**src/rtl/core/gbn_pkg.sv**
```systemverilog
// Shared types, constants and control/status bundles of the Go-Back-N window engine.
// No dependencies; used by gbn_ctrl, gbn_dp and go_back_n_window_engine.
package gbn_pkg;

  localparam int unsigned WINDOW_SIZE_DEF = 8;
  localparam int unsigned MAX_PAYLOAD     = 1024;

  localparam int unsigned SEQ_W      = 32;
  localparam int unsigned REF_W      = 16;
  localparam int unsigned LEN_W      = 11;
  localparam int unsigned TMO_W      = 32;
  localparam int unsigned SHIFT_W    = 3;
  localparam int unsigned OP_W       = 2;
  localparam int unsigned ACT_W      = 3;
  localparam int unsigned TCMD_W     = 2;
  localparam int unsigned CFG_IDX_W  = 2;
  localparam int unsigned CFG_DATA_W = 32;
  localparam int unsigned ENTRY_W    = REF_W + LEN_W;

  localparam logic [TMO_W-1:0]   RTT_EST_RST  = 32'd800000;
  localparam logic [TMO_W-1:0]   RTT_DEV_RST  = 32'd80000;
  localparam logic [TMO_W-1:0]   INIT_TMO_RST = 32'd1000000;
  localparam logic [SHIFT_W-1:0] ALPHA_RST    = 3'd3;
  localparam logic [SHIFT_W-1:0] BETA_RST     = 3'd2;
  localparam logic [SEQ_W-1:0]   SEQ_RST      = 32'd1;
  localparam logic [SEQ_W-1:0]   ACK_RST      = 32'd0;

  typedef enum logic [CFG_IDX_W-1:0] {
    CFG_ALPHA    = 2'd0,
    CFG_BETA     = 2'd1,
    CFG_ADAPT    = 2'd2,
    CFG_INIT_TMO = 2'd3
  } cfg_idx_e;

  typedef enum logic [OP_W-1:0] {
    OP_SEND    = 2'd0,
    OP_ACK     = 2'd1,
    OP_DATA    = 2'd2,
    OP_TIMEOUT = 2'd3
  } op_e;

  typedef enum logic [ACT_W-1:0] {
    ACT_NONE    = 3'd0,
    ACT_TX      = 3'd1,
    ACT_ACK     = 3'd2,
    ACT_DELIVER = 3'd3,
    ACT_FULL    = 3'd4,
    ACT_IGNORED = 3'd5
  } action_e;

  typedef enum logic [TCMD_W-1:0] {
    TMR_LEAVE = 2'd0,
    TMR_START = 2'd1,
    TMR_STOP  = 2'd2
  } timer_e;

  // Result kinds that the datapath can build into the output register.
  typedef enum logic [3:0] {
    RES_REJ_NEXT,
    RES_FULL,
    RES_TX_NEW,
    RES_ACK_OK,
    RES_IGN_SEQ,
    RES_DELIVER,
    RES_ACK_SEND,
    RES_TACK,
    RES_TX_OLD
  } res_e;

  typedef enum logic [3:0] {
    ST_IDLE,
    ST_DECODE,
    ST_RTT_EST,
    ST_RTT_DEV,
    ST_RTT_TMO,
    ST_DELIVER,
    ST_FINAL,
    ST_TACK,
    ST_WALK_RD,
    ST_WALK_TX
  } state_e;

  typedef struct packed {
    logic latch;
    logic load_out;
    res_e res;
    logic do_send;
    logic do_ack;
    logic do_deliver;
    logic rtt_est;
    logic rtt_dev;
    logic rtt_tmo;
    logic walk_init;
    logic walk_step;
  } cmd_t;

  typedef struct packed {
    op_e  op;
    logic len_bad;
    logic win_full;
    logic ack_ok;
    logic data_bad;
    logic in_order;
    logic adapt;
    logic out_free;
    logic count_zero;
    logic walk_last;
  } sts_t;

endpackage

```
**src/rtl/core/go_back_n_window_engine.sv**
```systemverilog
// Top level of the Go-Back-N window engine: sequencer plus datapath.
// Depends on gbn_pkg, gbn_ctrl and gbn_dp.
//
//   channel   direction  handshake                   payload
//   event     in         in_valid_i / in_ready_o     op, seq_num, checksum_ok, payload
//   result    out        out_valid_o / out_ready_i   action, out_seq, out_ref/len, timer
//   config    in         cfg_we_i (no wait)          cfg_idx_i, cfg_data_i
//
// One event at a time: in_ready_o is high only while the sequencer is idle.
// Steps from accept: decode, then final for a send, a rejected event or a plain ack;
// an ack with RTT adaptation adds three estimator steps, in-order data a deliver
// step, a timeout the ack result, then a store read and a transfer per outstanding
// packet. A held result in the output register stalls the sequencer only when it has
// the next result ready. Reset clears all control and connection state at once.
module go_back_n_window_engine #(
  parameter int unsigned WINDOW_SIZE = gbn_pkg::WINDOW_SIZE_DEF
) (
  input  logic                           clk_i,
  input  logic                           rst_ni,
  input  logic                           in_valid_i,
  output logic                           in_ready_o,
  input  logic [gbn_pkg::OP_W-1:0]       op_i,
  input  logic [gbn_pkg::SEQ_W-1:0]      seq_num_i,
  input  logic                           checksum_ok_i,
  input  logic [gbn_pkg::REF_W-1:0]      payload_ref_i,
  input  logic [gbn_pkg::LEN_W-1:0]      payload_len_i,
  input  logic [gbn_pkg::TMO_W-1:0]      rtt_sample_ns_i,
  output logic                           out_valid_o,
  input  logic                           out_ready_i,
  output logic [gbn_pkg::ACT_W-1:0]      action_o,
  output logic [gbn_pkg::SEQ_W-1:0]      out_seq_o,
  output logic [gbn_pkg::REF_W-1:0]      out_ref_o,
  output logic [gbn_pkg::LEN_W-1:0]      out_len_o,
  output logic [gbn_pkg::TCMD_W-1:0]     timer_cmd_o,
  output logic [gbn_pkg::TMO_W-1:0]      timeout_ns_o,
  output logic                           last_o,
  input  logic                           cfg_we_i,
  input  logic [gbn_pkg::CFG_IDX_W-1:0]  cfg_idx_i,
  input  logic [gbn_pkg::CFG_DATA_W-1:0] cfg_data_i
);

  gbn_pkg::cmd_t cmd;
  gbn_pkg::sts_t sts;

  gbn_ctrl u_ctrl (
    .clk_i      (clk_i),
    .rst_ni     (rst_ni),
    .in_valid_i (in_valid_i),
    .in_ready_o (in_ready_o),
    .sts_i      (sts),
    .cmd_o      (cmd)
  );

  gbn_dp #(
    .WINDOW_SIZE (WINDOW_SIZE)
  ) u_dp (
    .clk_i           (clk_i),
    .rst_ni          (rst_ni),
    .op_i            (op_i),
    .seq_num_i       (seq_num_i),
    .checksum_ok_i   (checksum_ok_i),
    .payload_ref_i   (payload_ref_i),
    .payload_len_i   (payload_len_i),
    .rtt_sample_ns_i (rtt_sample_ns_i),
    .cfg_we_i        (cfg_we_i),
    .cfg_idx_i       (cfg_idx_i),
    .cfg_data_i      (cfg_data_i),
    .cmd_i           (cmd),
    .sts_o           (sts),
    .out_ready_i     (out_ready_i),
    .out_valid_o     (out_valid_o),
    .action_o        (action_o),
    .out_seq_o       (out_seq_o),
    .out_ref_o       (out_ref_o),
    .out_len_o       (out_len_o),
    .timer_cmd_o     (timer_cmd_o),
    .timeout_ns_o    (timeout_ns_o),
    .last_o          (last_o)
  );

endmodule

```
**src/rtl/core/gbn_ctrl.sv**
```systemverilog
// Sequencer of the Go-Back-N window engine: decodes each event and steps the datapath.
// Depends on gbn_pkg for the state, result and command/status types.
module gbn_ctrl (
  input  logic          clk_i,
  input  logic          rst_ni,
  input  logic          in_valid_i,
  output logic          in_ready_o,
  input  gbn_pkg::sts_t sts_i,
  output gbn_pkg::cmd_t cmd_o
);

  gbn_pkg::state_e state_q, state_d;
  gbn_pkg::res_e   res_q, res_d;

  always_ff @(posedge clk_i or negedge rst_ni) begin
    if (!rst_ni) begin
      state_q <= gbn_pkg::ST_IDLE;
      res_q   <= gbn_pkg::RES_REJ_NEXT;
    end else begin
      state_q <= state_d;
      res_q   <= res_d;
    end
  end

  always_comb begin
    state_d    = state_q;
    res_d      = res_q;
    cmd_o      = '0;
    cmd_o.res  = res_q;
    in_ready_o = 1'b0;
    case (state_q)
      gbn_pkg::ST_IDLE: begin
        in_ready_o   = 1'b1;
        cmd_o.latch  = in_valid_i;
        if (in_valid_i) begin
          state_d = gbn_pkg::ST_DECODE;
        end
      end
      gbn_pkg::ST_DECODE: begin
        state_d = gbn_pkg::ST_FINAL;
        case (sts_i.op)
          gbn_pkg::OP_SEND: begin
            if (sts_i.len_bad) begin
              res_d = gbn_pkg::RES_REJ_NEXT;
            end else if (sts_i.win_full) begin
              res_d = gbn_pkg::RES_FULL;
            end else begin
              res_d = gbn_pkg::RES_TX_NEW;
            end
          end
          gbn_pkg::OP_ACK: begin
            if (sts_i.ack_ok) begin
              cmd_o.do_ack = 1'b1;
              res_d        = gbn_pkg::RES_ACK_OK;
              if (sts_i.adapt) begin
                state_d = gbn_pkg::ST_RTT_EST;
              end
            end else begin
              res_d = gbn_pkg::RES_IGN_SEQ;
            end
          end
          gbn_pkg::OP_DATA: begin
            if (sts_i.data_bad) begin
              res_d = gbn_pkg::RES_IGN_SEQ;
            end else if (sts_i.in_order) begin
              state_d = gbn_pkg::ST_DELIVER;
            end else begin
              res_d = gbn_pkg::RES_ACK_SEND;
            end
          end
          default: begin
            cmd_o.walk_init = 1'b1;
            state_d         = gbn_pkg::ST_TACK;
          end
        endcase
      end
      gbn_pkg::ST_RTT_EST: begin
        cmd_o.rtt_est = 1'b1;
        state_d       = gbn_pkg::ST_RTT_DEV;
      end
      gbn_pkg::ST_RTT_DEV: begin
        cmd_o.rtt_dev = 1'b1;
        state_d       = gbn_pkg::ST_RTT_TMO;
      end
      gbn_pkg::ST_RTT_TMO: begin
        cmd_o.rtt_tmo = 1'b1;
        state_d       = gbn_pkg::ST_FINAL;
      end
      gbn_pkg::ST_DELIVER: begin
        cmd_o.res = gbn_pkg::RES_DELIVER;
        if (sts_i.out_free) begin
          cmd_o.load_out   = 1'b1;
          cmd_o.do_deliver = 1'b1;
          res_d            = gbn_pkg::RES_ACK_SEND;
          state_d          = gbn_pkg::ST_FINAL;
        end
      end
      gbn_pkg::ST_FINAL: begin
        if (sts_i.out_free) begin
          cmd_o.load_out = 1'b1;
          cmd_o.do_send  = (res_q == gbn_pkg::RES_TX_NEW);
          state_d        = gbn_pkg::ST_IDLE;
        end
      end
      gbn_pkg::ST_TACK: begin
        cmd_o.res = gbn_pkg::RES_TACK;
        if (sts_i.out_free) begin
          cmd_o.load_out = 1'b1;
          state_d = sts_i.count_zero ? gbn_pkg::ST_IDLE : gbn_pkg::ST_WALK_RD;
        end
      end
      gbn_pkg::ST_WALK_RD: begin
        // wait state for the registered store read of the current window slot
        state_d = gbn_pkg::ST_WALK_TX;
      end
      gbn_pkg::ST_WALK_TX: begin
        cmd_o.res = gbn_pkg::RES_TX_OLD;
        if (sts_i.out_free) begin
          cmd_o.load_out  = 1'b1;
          cmd_o.walk_step = 1'b1;
          state_d = sts_i.walk_last ? gbn_pkg::ST_IDLE : gbn_pkg::ST_WALK_RD;
        end
      end
      default: begin
        state_d = gbn_pkg::ST_IDLE;
      end
    endcase
  end

endmodule

```
**src/rtl/core/gbn_dp.sv**
```systemverilog
// Datapath of the Go-Back-N window engine: event latch, connection state, window
// store, RTT estimator, retransmit walk and output register. Depends on gbn_pkg.
module gbn_dp #(
  parameter int unsigned WINDOW_SIZE = gbn_pkg::WINDOW_SIZE_DEF
) (
  input  logic                           clk_i,
  input  logic                           rst_ni,
  input  logic [gbn_pkg::OP_W-1:0]       op_i,
  input  logic [gbn_pkg::SEQ_W-1:0]      seq_num_i,
  input  logic                           checksum_ok_i,
  input  logic [gbn_pkg::REF_W-1:0]      payload_ref_i,
  input  logic [gbn_pkg::LEN_W-1:0]      payload_len_i,
  input  logic [gbn_pkg::TMO_W-1:0]      rtt_sample_ns_i,
  input  logic                           cfg_we_i,
  input  logic [gbn_pkg::CFG_IDX_W-1:0]  cfg_idx_i,
  input  logic [gbn_pkg::CFG_DATA_W-1:0] cfg_data_i,
  input  gbn_pkg::cmd_t                  cmd_i,
  output gbn_pkg::sts_t                  sts_o,
  input  logic                           out_ready_i,
  output logic                           out_valid_o,
  output logic [gbn_pkg::ACT_W-1:0]      action_o,
  output logic [gbn_pkg::SEQ_W-1:0]      out_seq_o,
  output logic [gbn_pkg::REF_W-1:0]      out_ref_o,
  output logic [gbn_pkg::LEN_W-1:0]      out_len_o,
  output logic [gbn_pkg::TCMD_W-1:0]     timer_cmd_o,
  output logic [gbn_pkg::TMO_W-1:0]      timeout_ns_o,
  output logic                           last_o
);

  localparam int unsigned IDX_W = (WINDOW_SIZE > 1) ? $clog2(WINDOW_SIZE) : 1;
  localparam int unsigned CNT_W = $clog2(WINDOW_SIZE + 1);
  localparam int unsigned SUM_W = CNT_W + 1;
  localparam logic [IDX_W-1:0] IDX_RST  = IDX_W'(1 % WINDOW_SIZE);
  localparam logic [IDX_W-1:0] IDX_LAST = IDX_W'(WINDOW_SIZE - 1);
  localparam logic [CNT_W-1:0] CNT_FULL = CNT_W'(WINDOW_SIZE);
  localparam logic [SUM_W-1:0] SUM_WRAP = SUM_W'(WINDOW_SIZE);
  localparam logic [gbn_pkg::SEQ_W-1:0] WIN_SEQ = gbn_pkg::SEQ_W'(WINDOW_SIZE);

  // latched event
  logic [gbn_pkg::OP_W-1:0]  op_q;
  logic [gbn_pkg::SEQ_W-1:0] seq_q;
  logic                      ck_q;
  logic [gbn_pkg::REF_W-1:0] ref_q;
  logic [gbn_pkg::LEN_W-1:0] len_q;
  logic [gbn_pkg::TMO_W-1:0] smp_q;
  logic [gbn_pkg::TMO_W-1:0] tmo_q;
  logic [gbn_pkg::TMO_W-1:0] tmo_snap;

  // configuration and connection state
  logic [gbn_pkg::SHIFT_W-1:0] alpha_q, beta_q;
  logic                        adapt_q;
  logic [gbn_pkg::SEQ_W-1:0]   base_q, next_q, exp_q, lack_q;
  logic                        busy_q;
  logic [IDX_W-1:0]            base_idx_q, next_idx_q;
  logic [gbn_pkg::TMO_W-1:0]   est_q, dev_q, cur_tmo_q;

  // window store and retransmit walk
  logic [gbn_pkg::ENTRY_W-1:0] store_q [WINDOW_SIZE];
  logic [gbn_pkg::ENTRY_W-1:0] rd_data_q;
  logic [IDX_W-1:0]            rd_idx_q;
  logic [CNT_W-1:0]            walk_i_q, cnt_q;

  logic                      cfg_tmo_wr;
  logic [gbn_pkg::SEQ_W-1:0] seq_inc, out_span, ack_off, ack_span;
  logic [CNT_W-1:0]          count;
  logic [SUM_W-1:0]          base_sum;
  logic [IDX_W-1:0]          base_idx_new, next_idx_inc, rd_idx_inc;
  logic                      walk_last;

  logic [gbn_pkg::TMO_W:0]   est_sum, dev_sum;
  logic [gbn_pkg::TMO_W+2:0] tmo_sum;
  logic [gbn_pkg::TMO_W-1:0] rtt_diff;

  gbn_pkg::action_e          res_act;
  logic [gbn_pkg::SEQ_W-1:0] res_seq;
  logic [gbn_pkg::REF_W-1:0] res_ref;
  logic [gbn_pkg::LEN_W-1:0] res_len;
  gbn_pkg::timer_e           res_tcmd;
  logic                      res_last;
  logic                      out_valid_q;

  assign cfg_tmo_wr = cfg_we_i &&
                      (gbn_pkg::cfg_idx_e'(cfg_idx_i) == gbn_pkg::CFG_INIT_TMO);
  // a timeout write in the accept cycle is already in force for that event
  assign tmo_snap = cfg_tmo_wr ? cfg_data_i : cur_tmo_q;

  always_ff @(posedge clk_i) begin
    if (cmd_i.latch) begin
      op_q  <= op_i;
      seq_q <= seq_num_i;
      ck_q  <= checksum_ok_i;
      ref_q <= payload_ref_i;
      len_q <= payload_len_i;
      smp_q <= rtt_sample_ns_i;
      tmo_q <= tmo_snap;
    end
  end

  // window arithmetic
  assign seq_inc  = seq_q + 1'b1;
  assign out_span = next_q - base_q;
  assign ack_off  = seq_q - base_q;
  assign ack_span = seq_inc - base_q;
  assign count    = (out_span > WIN_SEQ) ? CNT_FULL : out_span[CNT_W-1:0];
  // new base slot: old slot plus the acked span, which never exceeds the window
  assign base_sum = SUM_W'(base_idx_q) + SUM_W'(ack_span[CNT_W-1:0]);
  assign base_idx_new = (base_sum >= SUM_WRAP) ? IDX_W'(base_sum - SUM_WRAP)
                                               : IDX_W'(base_sum);
  assign next_idx_inc = (next_idx_q == IDX_LAST) ? '0 : next_idx_q + 1'b1;
  assign rd_idx_inc   = (rd_idx_q == IDX_LAST) ? '0 : rd_idx_q + 1'b1;
  assign walk_last    = (CNT_W'(walk_i_q + 1'b1) == cnt_q);

  // RTT estimator, one step per cycle
  assign est_sum = {1'b0, est_q} - {1'b0, est_q >> alpha_q} + {1'b0, smp_q >> alpha_q};
  assign rtt_diff = (smp_q > est_q) ? smp_q - est_q : est_q - smp_q;
  assign dev_sum = {1'b0, dev_q} - {1'b0, dev_q >> beta_q} + {1'b0, rtt_diff >> beta_q};
  assign tmo_sum = {3'b000, est_q} + {1'b0, dev_q, 2'b00};

  always_ff @(posedge clk_i or negedge rst_ni) begin
    if (!rst_ni) begin
      alpha_q    <= gbn_pkg::ALPHA_RST;
      beta_q     <= gbn_pkg::BETA_RST;
      adapt_q    <= 1'b1;
      base_q     <= gbn_pkg::SEQ_RST;
      next_q     <= gbn_pkg::SEQ_RST;
      exp_q      <= gbn_pkg::SEQ_RST;
      lack_q     <= gbn_pkg::ACK_RST;
      busy_q     <= 1'b0;
      base_idx_q <= IDX_RST;
      next_idx_q <= IDX_RST;
      est_q      <= gbn_pkg::RTT_EST_RST;
      dev_q      <= gbn_pkg::RTT_DEV_RST;
      cur_tmo_q  <= gbn_pkg::INIT_TMO_RST;
      rd_idx_q   <= '0;
      walk_i_q   <= '0;
      cnt_q      <= '0;
    end else begin
      if (cfg_we_i) begin
        case (gbn_pkg::cfg_idx_e'(cfg_idx_i))
          gbn_pkg::CFG_ALPHA:    alpha_q   <= cfg_data_i[gbn_pkg::SHIFT_W-1:0];
          gbn_pkg::CFG_BETA:     beta_q    <= cfg_data_i[gbn_pkg::SHIFT_W-1:0];
          gbn_pkg::CFG_ADAPT:    adapt_q   <= cfg_data_i[0];
          gbn_pkg::CFG_INIT_TMO: cur_tmo_q <= cfg_data_i[gbn_pkg::TMO_W-1:0];
          default: ;
        endcase
      end else if (cmd_i.rtt_tmo) begin
        cur_tmo_q <= (|tmo_sum[gbn_pkg::TMO_W+2:gbn_pkg::TMO_W]) ? '1
                                                               : tmo_sum[gbn_pkg::TMO_W-1:0];
      end
      if (cmd_i.rtt_est) begin
        est_q <= est_sum[gbn_pkg::TMO_W] ? '1 : est_sum[gbn_pkg::TMO_W-1:0];
      end
      if (cmd_i.rtt_dev) begin
        dev_q <= dev_sum[gbn_pkg::TMO_W] ? '1 : dev_sum[gbn_pkg::TMO_W-1:0];
      end
      if (cmd_i.do_send) begin
        next_q     <= next_q + 1'b1;
        next_idx_q <= next_idx_inc;
        busy_q     <= 1'b1;
      end
      if (cmd_i.do_ack) begin
        base_q     <= seq_inc;
        base_idx_q <= base_idx_new;
        if (seq_inc == next_q) begin
          busy_q <= 1'b0;
        end
      end
      if (cmd_i.do_deliver) begin
        lack_q <= seq_q;
        exp_q  <= exp_q + 1'b1;
      end
      if (cmd_i.walk_init) begin
        cnt_q    <= count;
        walk_i_q <= '0;
        rd_idx_q <= base_idx_q;
      end else if (cmd_i.walk_step) begin
        walk_i_q <= walk_i_q + 1'b1;
        rd_idx_q <= rd_idx_inc;
      end
    end
  end

  always_ff @(posedge clk_i) begin
    if (cmd_i.do_send) begin
      store_q[next_idx_q] <= {ref_q, len_q};
    end
    rd_data_q <= store_q[rd_idx_q];
  end

  // status for the sequencer
  always_comb begin
    sts_o            = '0;
    sts_o.op         = gbn_pkg::op_e'(op_q);
    sts_o.len_bad    = 32'(len_q) > 32'(gbn_pkg::MAX_PAYLOAD);
    sts_o.win_full   = out_span >= WIN_SEQ;
    sts_o.ack_ok     = ack_off < out_span;
    sts_o.data_bad   = !ck_q || sts_o.len_bad;
    sts_o.in_order   = (seq_q == exp_q) && !busy_q;
    sts_o.adapt      = adapt_q;
    sts_o.out_free   = !out_valid_q || out_ready_i;
    sts_o.count_zero = (cnt_q == '0);
    sts_o.walk_last  = walk_last;
  end

  // result builder
  always_comb begin
    res_act  = gbn_pkg::ACT_NONE;
    res_seq  = seq_q;
    res_ref  = '0;
    res_len  = '0;
    res_tcmd = gbn_pkg::TMR_LEAVE;
    res_last = 1'b1;
    case (cmd_i.res)
      gbn_pkg::RES_REJ_NEXT: begin
        res_act = gbn_pkg::ACT_IGNORED;
        res_seq = next_q;
      end
      gbn_pkg::RES_FULL: begin
        res_act = gbn_pkg::ACT_FULL;
        res_seq = next_q;
      end
      gbn_pkg::RES_TX_NEW: begin
        res_act  = gbn_pkg::ACT_TX;
        res_seq  = next_q;
        res_ref  = ref_q;
        res_len  = len_q;
        res_tcmd = (base_q == next_q) ? gbn_pkg::TMR_START : gbn_pkg::TMR_LEAVE;
      end
      gbn_pkg::RES_ACK_OK: begin
        res_tcmd = (seq_inc == next_q) ? gbn_pkg::TMR_STOP : gbn_pkg::TMR_START;
      end
      gbn_pkg::RES_IGN_SEQ: begin
        res_act = gbn_pkg::ACT_IGNORED;
      end
      gbn_pkg::RES_DELIVER: begin
        res_act  = gbn_pkg::ACT_DELIVER;
        res_ref  = ref_q;
        res_len  = len_q;
        res_tcmd = (exp_q == gbn_pkg::SEQ_RST) ? gbn_pkg::TMR_STOP : gbn_pkg::TMR_LEAVE;
        res_last = 1'b0;
      end
      gbn_pkg::RES_ACK_SEND: begin
        res_act = gbn_pkg::ACT_ACK;
        res_seq = lack_q;
      end
      gbn_pkg::RES_TACK: begin
        res_act  = gbn_pkg::ACT_ACK;
        res_seq  = lack_q;
        res_tcmd = (cnt_q == '0) ? gbn_pkg::TMR_START : gbn_pkg::TMR_LEAVE;
        res_last = (cnt_q == '0);
      end
      gbn_pkg::RES_TX_OLD: begin
        res_act  = gbn_pkg::ACT_TX;
        res_seq  = base_q + gbn_pkg::SEQ_W'(walk_i_q);
        res_ref  = rd_data_q[gbn_pkg::ENTRY_W-1:gbn_pkg::LEN_W];
        res_len  = rd_data_q[gbn_pkg::LEN_W-1:0];
        res_tcmd = walk_last ? gbn_pkg::TMR_START : gbn_pkg::TMR_LEAVE;
        res_last = walk_last;
      end
      default: ;
    endcase
  end

  // output register
  always_ff @(posedge clk_i or negedge rst_ni) begin
    if (!rst_ni) begin
      out_valid_q <= 1'b0;
    end else if (cmd_i.load_out) begin
      out_valid_q <= 1'b1;
    end else if (out_ready_i) begin
      out_valid_q <= 1'b0;
    end
  end

  always_ff @(posedge clk_i) begin
    if (cmd_i.load_out) begin
      action_o     <= res_act;
      out_seq_o    <= res_seq;
      out_ref_o    <= res_ref;
      out_len_o    <= res_len;
      timer_cmd_o  <= res_tcmd;
      timeout_ns_o <= tmo_q;
      last_o       <= res_last;
    end
  end

  assign out_valid_o = out_valid_q;

`ifndef SYNTHESIS
  assert property (@(posedge clk_i) disable iff (!rst_ni) out_span <= WIN_SEQ)
    else $error("outstanding packets exceed the window");
  assert property (@(posedge clk_i) disable iff (!rst_ni) !busy_q |-> base_q == next_q)
    else $error("sender idle with packets outstanding");
  assert property (@(posedge clk_i) disable iff (!rst_ni) cmd_i.walk_step |-> walk_i_q < cnt_q)
    else $error("retransmit walk past the outstanding count");
  assert property (@(posedge clk_i) disable iff (!rst_ni)
                   cmd_i.load_out |-> (!out_valid_q || out_ready_i))
    else $error("output register overwritten before transfer");
`endif

endmodule

```
**config.mk**
```make
export PLATFORM = sky130hd
export DESIGN_NAME = go_back_n_window_engine
export DESIGN_NICKNAME = d
export VERILOG_FILES = /design/src/rtl/core/gbn_pkg.sv /design/src/rtl/core/go_back_n_window_engine.sv /design/src/rtl/core/gbn_ctrl.sv /design/src/rtl/core/gbn_dp.sv
export SDC_FILE = /design/constraint.sdc
export NUM_CORES = 2
export LEC_CHECK = 0
export BUFFER_PORTS_ARGS = -buffer_cell sky130_fd_sc_hd__buf_4
export CORE_MARGIN = 5
export CORE_UTILIZATION = 60
export CTS_BUF_LIST = sky130_fd_sc_hd__clkbuf_8 sky130_fd_sc_hd__clkbuf_16
export CTS_CLUSTER_DIAMETER = 150
export DETAILED_ROUTE_END_ITERATION = 8
export GPL_ROUTABILITY_DRIVEN = 0
export PLACE_DENSITY = 0.76
export REMOVE_ABC_BUFFERS = 1
export SETUP_SLACK_MARGIN = 0.1
export SYNTH_ARGS = -nofsm -noshare
export SYNTH_HDL_FRONTEND = slang
export SYNTH_SLANG_ARGS = --single-unit
```
**constraint.sdc**
```tcl
create_clock -name clk_i -period 17.5 [get_ports clk_i]
set_input_delay 0.875 -clock clk_i [delete_from_list [all_inputs] [get_ports clk_i]]
set_output_delay 0.875 -clock clk_i [all_outputs]
set_load 0.02 [all_outputs]
```
# Word-level counts from Yosys, hierarchy flattened
# Memories as Yosys holds them, arrays and structs flattened. A register that Yosys moved wholly into a read port is not among the register bits.
# Index checks and enable logic that the tools add are counted.
# word_totals
wordCells	202
ff_bits	481
inputBits	133
ram_bits	216
n_memories	1
# memory_table
memory	words	width	read_ports	rd_clocked_by_memory_dff	write_ports	line	rtl
u_dp.store_q	8	27	1	1	1	gbn_dp.sv:58	logic [gbn_pkg::ENTRY_W-1:0] store_q [WINDOW_SIZE];
# classes
magnitude_cmp	6
mux	71
eq_ne	38
n_addsub	19
n_shift	4
reduce_logical	30
# ops
op	count
2-to-1 mux 32 bit	8
>> shifter 32 x 3 -> 32 bit	4
subtractor 32 bit	4
adder 32 x 1 -> 32 bit (second input constant)	3
equality test 32 bit	3
one-hot mux 32 bit (3 select lines)	1
adder 33 x 32 -> 33 bit	2
subtractor 32 x 32 -> 33 bit	2
2-to-1 mux 4 bit	15
one-hot mux 4 bit (10 select lines)	1
one-hot mux 4 bit (3 select lines)	3
adder 32 x 34 -> 35 bit	1
adder 32 x 4 -> 32 bit	1
equality test 32 x 1 -> 1 bit (second input constant)	1
equality test 4 x 3 -> 1 bit (second input constant)	8
>= comparator 32 x 4 -> 1 bit (second input constant)	1
greater-than comparator 32 bit	1
greater-than comparator 32 x 4 -> 1 bit (second input constant)	1
< comparator 32 bit	1
one-hot mux 16 bit (2 select lines)	1
2-to-1 mux 1 bit	26
one-hot mux 11 bit (2 select lines)	1
2-to-1 mux 3 bit	7
equality test 4 x 2 -> 1 bit (second input constant)	5
other kinds (33)	67

# Logic depth before layout (Yosys ltp)
# logic_depth
word_depth	7
mapped_depth	29
mapped_depth_nobuf	27

# Hierarchy
# A second synthesis with hierarchy kept.
# hier_totals
hier_cells	4670
hier_area_um2	48310.1
# modules_own_cells
mod	cells_each	seq_area_each_um2	instances	area_each_um2
gbn_dp	4569	20012.9	1	47555.6
gbn_ctrl	101	175.2	1	754.5

# Worst setup path after synthesis
# No wires, ideal clock.
# synth_path
kind	register -> register
start	register u_dp.est_q[8] (netlist bit)
end	register u_dp.dev_q[14] (netlist bit)
stages_incl_launch_ff	27
arrival_ns	6.906
setup_slack_ns	10.449
setup_ns	0.146
required_time_ns	17.354
period_less_slack_ns	7.051
path_buffers	2
path_cell_list	dfstp_2 -> inv_1 -> ha_1 -> buf_2 -> nand4_1 -> or4_1 -> o31ai_4 -> a21oi_2 -> a21o_1 -> mux2_4 -> or4_4 -> nand3_2 -> nand2_1 -> mux4_2 -> fa_1 -> ha_1 -> o21ai_0 -> o21a_1 -> o211a_1 -> o31ai_1 -> a311o_1 -> a32oi_1 -> o21ai_0 -> xnor2_1 -> nor2_1 -> clkbuf_1 -> a22oi_1
# synth_via
elab_chain_cells	5
# synth_lines
element	line	rtl
start: declaration	gbn_dp.sv:55	logic [gbn_pkg::TMO_W-1:0] est_q, dev_q, cur_tmo_q;
start signal: assignment	gbn_dp.sv:131	est_q <= gbn_pkg::RTT_EST_RST;
start signal: assignment	gbn_dp.sv:151	est_q <= est_sum[gbn_pkg::TMO_W] ? '1 : est_sum[gbn_pkg::TMO_W-1:0];
subtractor 32 bit or greater-than comparator 32 bit (tied branches)	gbn_dp.sv:115	assign rtt_diff = (smp_q > est_q) ? smp_q - est_q : est_q - smp_q;
2-to-1 mux 32 bit (*)	gbn_dp.sv:115	
>> shifter 32 x 3 -> 32 bit (*)	gbn_dp.sv:116	assign dev_sum = {1'b0, dev_q} - {1'b0, dev_q >> beta_q} + {1'b0, rtt_diff >> beta_q};
adder 33 x 32 -> 33 bit (*)	gbn_dp.sv:116	
2-to-1 mux 32 bit (*)	gbn_dp.sv:154	dev_q <= dev_sum[gbn_pkg::TMO_W] ? '1 : dev_sum[gbn_pkg::TMO_W-1:0];
end signal: assignment	gbn_dp.sv:132	dev_q <= gbn_pkg::RTT_DEV_RST;
end signal: assignment	gbn_dp.sv:154	
end: declaration	gbn_dp.sv:55	
# Every way passes the cells marked *; elsewhere a longest branch is shown, timed or not.
# A chain may end at the register's enable or synchronous reset.

# Final worst setup path
# layout_path
start	register u_dp.est_q[26] (netlist bit)
end	register u_dp.dev_q[18] (netlist bit)
# The elaborated chain is that of the path after synthesis.

==> results.cfg <==
[run_status]
run_status = complete, but fails checks
violations = DRC

[clock_tree]
clockRootBuffer = clkbuf_16
holdBufCountCts = 0
path_clk_slew_ns = 0.06
post-cts-setup-buffers = 0
clk-insertion-delay-late_ns = 0.68
cts_tree = built
clk_path_buf_depth = 3
cts_resized = 0
clock_sink_count = 723
numCtsBuffers = 79
ctsHtreeMaxLevel = 3

[sta]
slew_headroom_pct = 19.3
final.setup.tns_ns = 0
drv_slew = 0
finalSetupViolCount = 0
post-route-period-util_pct = 48.9
worst_pin_slew_ns = 1.21
rsz0062_at_grt = false
fin_worst_skew_ns = 0.0803
hold_violations = 0
max_freq_mhz = 117
layout_min_cycle_time_ns = 8.55

[die]
dieArea_um2 = 85900
start_util_pct = 60.7
num_rows = 103
die_h_um = 293
io_pins = 232
core_um2 = 79300
die_width_um = 293

[critical_path]
worstSetupPathType = register to register
end_kind = register
crit_arrival_ns = 9.04
start_kind = register
regToRegSetupSlack_ns = 8.95
slowest_delay_ns = 0.89
critPathSlowestCell = a21oi_4
cp_max_fo = 28
r2r_cells = 25
required_ns = 18.00
r2r_end = u_dp.dev_q[18]
r2r-start = u_dp.est_q[26]

[yosys]
synth_ff_type = edfxtp_1
ys_top_cells_by_area = edfxtp_1, dfrtp_1, ha_1
ys.warnings.count = 0
syn_inst = 4634
seq_area_frac_synth_pct = 42.0
synth.top_cell.area_share_pct = 27.4
synth-edff-count = 439
netlist_area_um2 = 48100
ys_types = 95
yosysTopAreaCell = edfxtp_1
ys_seq_elements = 723
synth.most_common_cell = nand2_1
synth_commonest_cells = nand2_1, edfxtp_1, a21oi_1, inv_1, nor2_1
synth-async-reset-ratio_pct = 35.5
synth.avg_cell_area_um2 = 10.4

[cells_and_area]
num-nets-final = 5251
area_delta_synth_final_pct = 11.3
drive_above_1_share_pct = 14.4

[drt]
drt_iter0_markers = 3865
routed-wl-met2_um = 65000
met3WireLength_um = 12900
top_layer_used = met4
drc = 6
ant_nets = 0
viasPerCell = 6.50
vias = 38289
detail_route.wl_per_cell_um = 23.8
dr.pass1.iters = 9
wl_um = 140000
wl_met1_um = 54100

[global_routing]
grt_max_degree = 85
grt_pass1_wl_um = 216000
gr-usage-all-layers_pct = 31.7
overflow = 0
grt_antenna_before_repair = 4
grt_pass1_vias = 37604

[placed_design]
dp_hpwl_um = 102000
portBuffers = 231

[min_path]
hp-class = input port to asynchronous set/reset pin

[job]
cap_violations = 0
## state kept, by name (all words and copies together) (netlist names), 11 cells and up
name,cells
u_dp.out_ref_o,16
u_dp.smp_q,32
u_dp.cur_tmo_q,32
u_dp.base_q,32
u_dp.rd_data_q,27
u_dp.store_q,216
u_dp.tmo_q,32
u_dp.seq_q,32
u_dp.out_seq_o,32
u_dp.timeout_ns_o,32
u_dp.ref_q,16
u_dp.out_len_o,11
u_dp.dev_q,32
u_dp.len_q,11
u_dp.next_q,32
u_dp.est_q,32
u_dp.exp_q,32
u_dp.lack_q,32
## critical path: cells and delay by family, from the launching register on
| family | cells | cell delay [ns] |
|---|---|---|
| compound gates | 11 | 3.23 |
| xor+xnor | 1 | 0.10 |
| simple gates | 6 | 1.67 |
| fa+ha+maj | 3 | 1.47 |
| mux | 2 | 0.95 |
| flops | 1 | 0.44 |
| buf+inv | 2 | 0.51 |
## final cells by class
| cell class | instances | area, um^2 |
|---|---|---|
| flip-flops and latches | 723 | 20200 |
| clock buffers | 80 | 1990 |
| fillers | 6004 | 25700 |
| repair buffers | 276 | 2080 |
| multi-input cells | 3391 | 26000 |
| well taps | 1050 | 1310 |
| inverters | 304 | 1140 |
| diodes | 3 | 7.51 |
| clock inverters | 68 | 802 |
## cells in the final DEF (no fill, tap or decap), types with 88 or more instances in the layout
master	n
a21o_1	94
a21oi_1	319
buf_4	275
dfrtp_1	225
edfxtp_1	439
ha_1	271
inv_1	315
mux2_2	88
mux2i_1	107
mux4_2	114
nand2_1	451
nand3_1	94
nor2_1	267
o21ai_0	244
xnor2_1	225
xor2_1	124
## routing by layer
layer / track usage (%) / vias up
met1: 41.6 / 18698
met4: 15.6 / 0
li1: - / 17296
met5: 0 / -
met3: 6.19 / 378
met2: 50.9 / 1917
## worst max path at each step
stage	start	to	slack, ns	cells past startpoint
2_1_floorplan	u_dp.est_q[18]	u_dp.dev_q[31]	9.82	23
3_3_place_gp	u_dp.est_q[26]	u_dp.dev_q[23]	9.44	25
3_5_place_dp	u_dp.est_q[26]	u_dp.dev_q[17]	9.19	25
4_1_cts	u_dp.est_q[26]	u_dp.dev_q[18]	9.09	25
5_1_grt	u_dp.est_q[26]	u_dp.dev_q[17]	8.35	25
6_report	u_dp.est_q[26]	u_dp.dev_q[18]	8.95	25
## metrics by stage
step	worst slack, ns	hold slack [ns]	std cells	util [%]	instance area [um^2]
floorplan	9.82	0.400	4418	-	47200
finish	8.95	0.196	5895	67.5	53500
global route	8.35	0.264	5892	67.5	53500
CTS	9.09	0.211	5892	67.5	53500
detailed placement	9.19	0.405	5744	64.0	50700
global placement	9.44	0.402	5744	64.0	50700
## logic make-up (layout without fill, tap and decap cells)
kind of cell,count (synthesis),after routing,synth area share [%]
adders and majority gates,343,343,10.0
xor gates and xnor gates,350,350,6.37
muxes,310,310,9.66
DFF,723,723,42.0
AOI/OAI and AO/OA,1131,1131,15.3
buffers and inverters,520,728,4.15
and+or+nand+nor,1257,1257,12.5
other,0,3,0
Power is left out: the tool's default activity adds up to more than one toggle a clock period on the data nets, which glitch-free logic cannot reach.
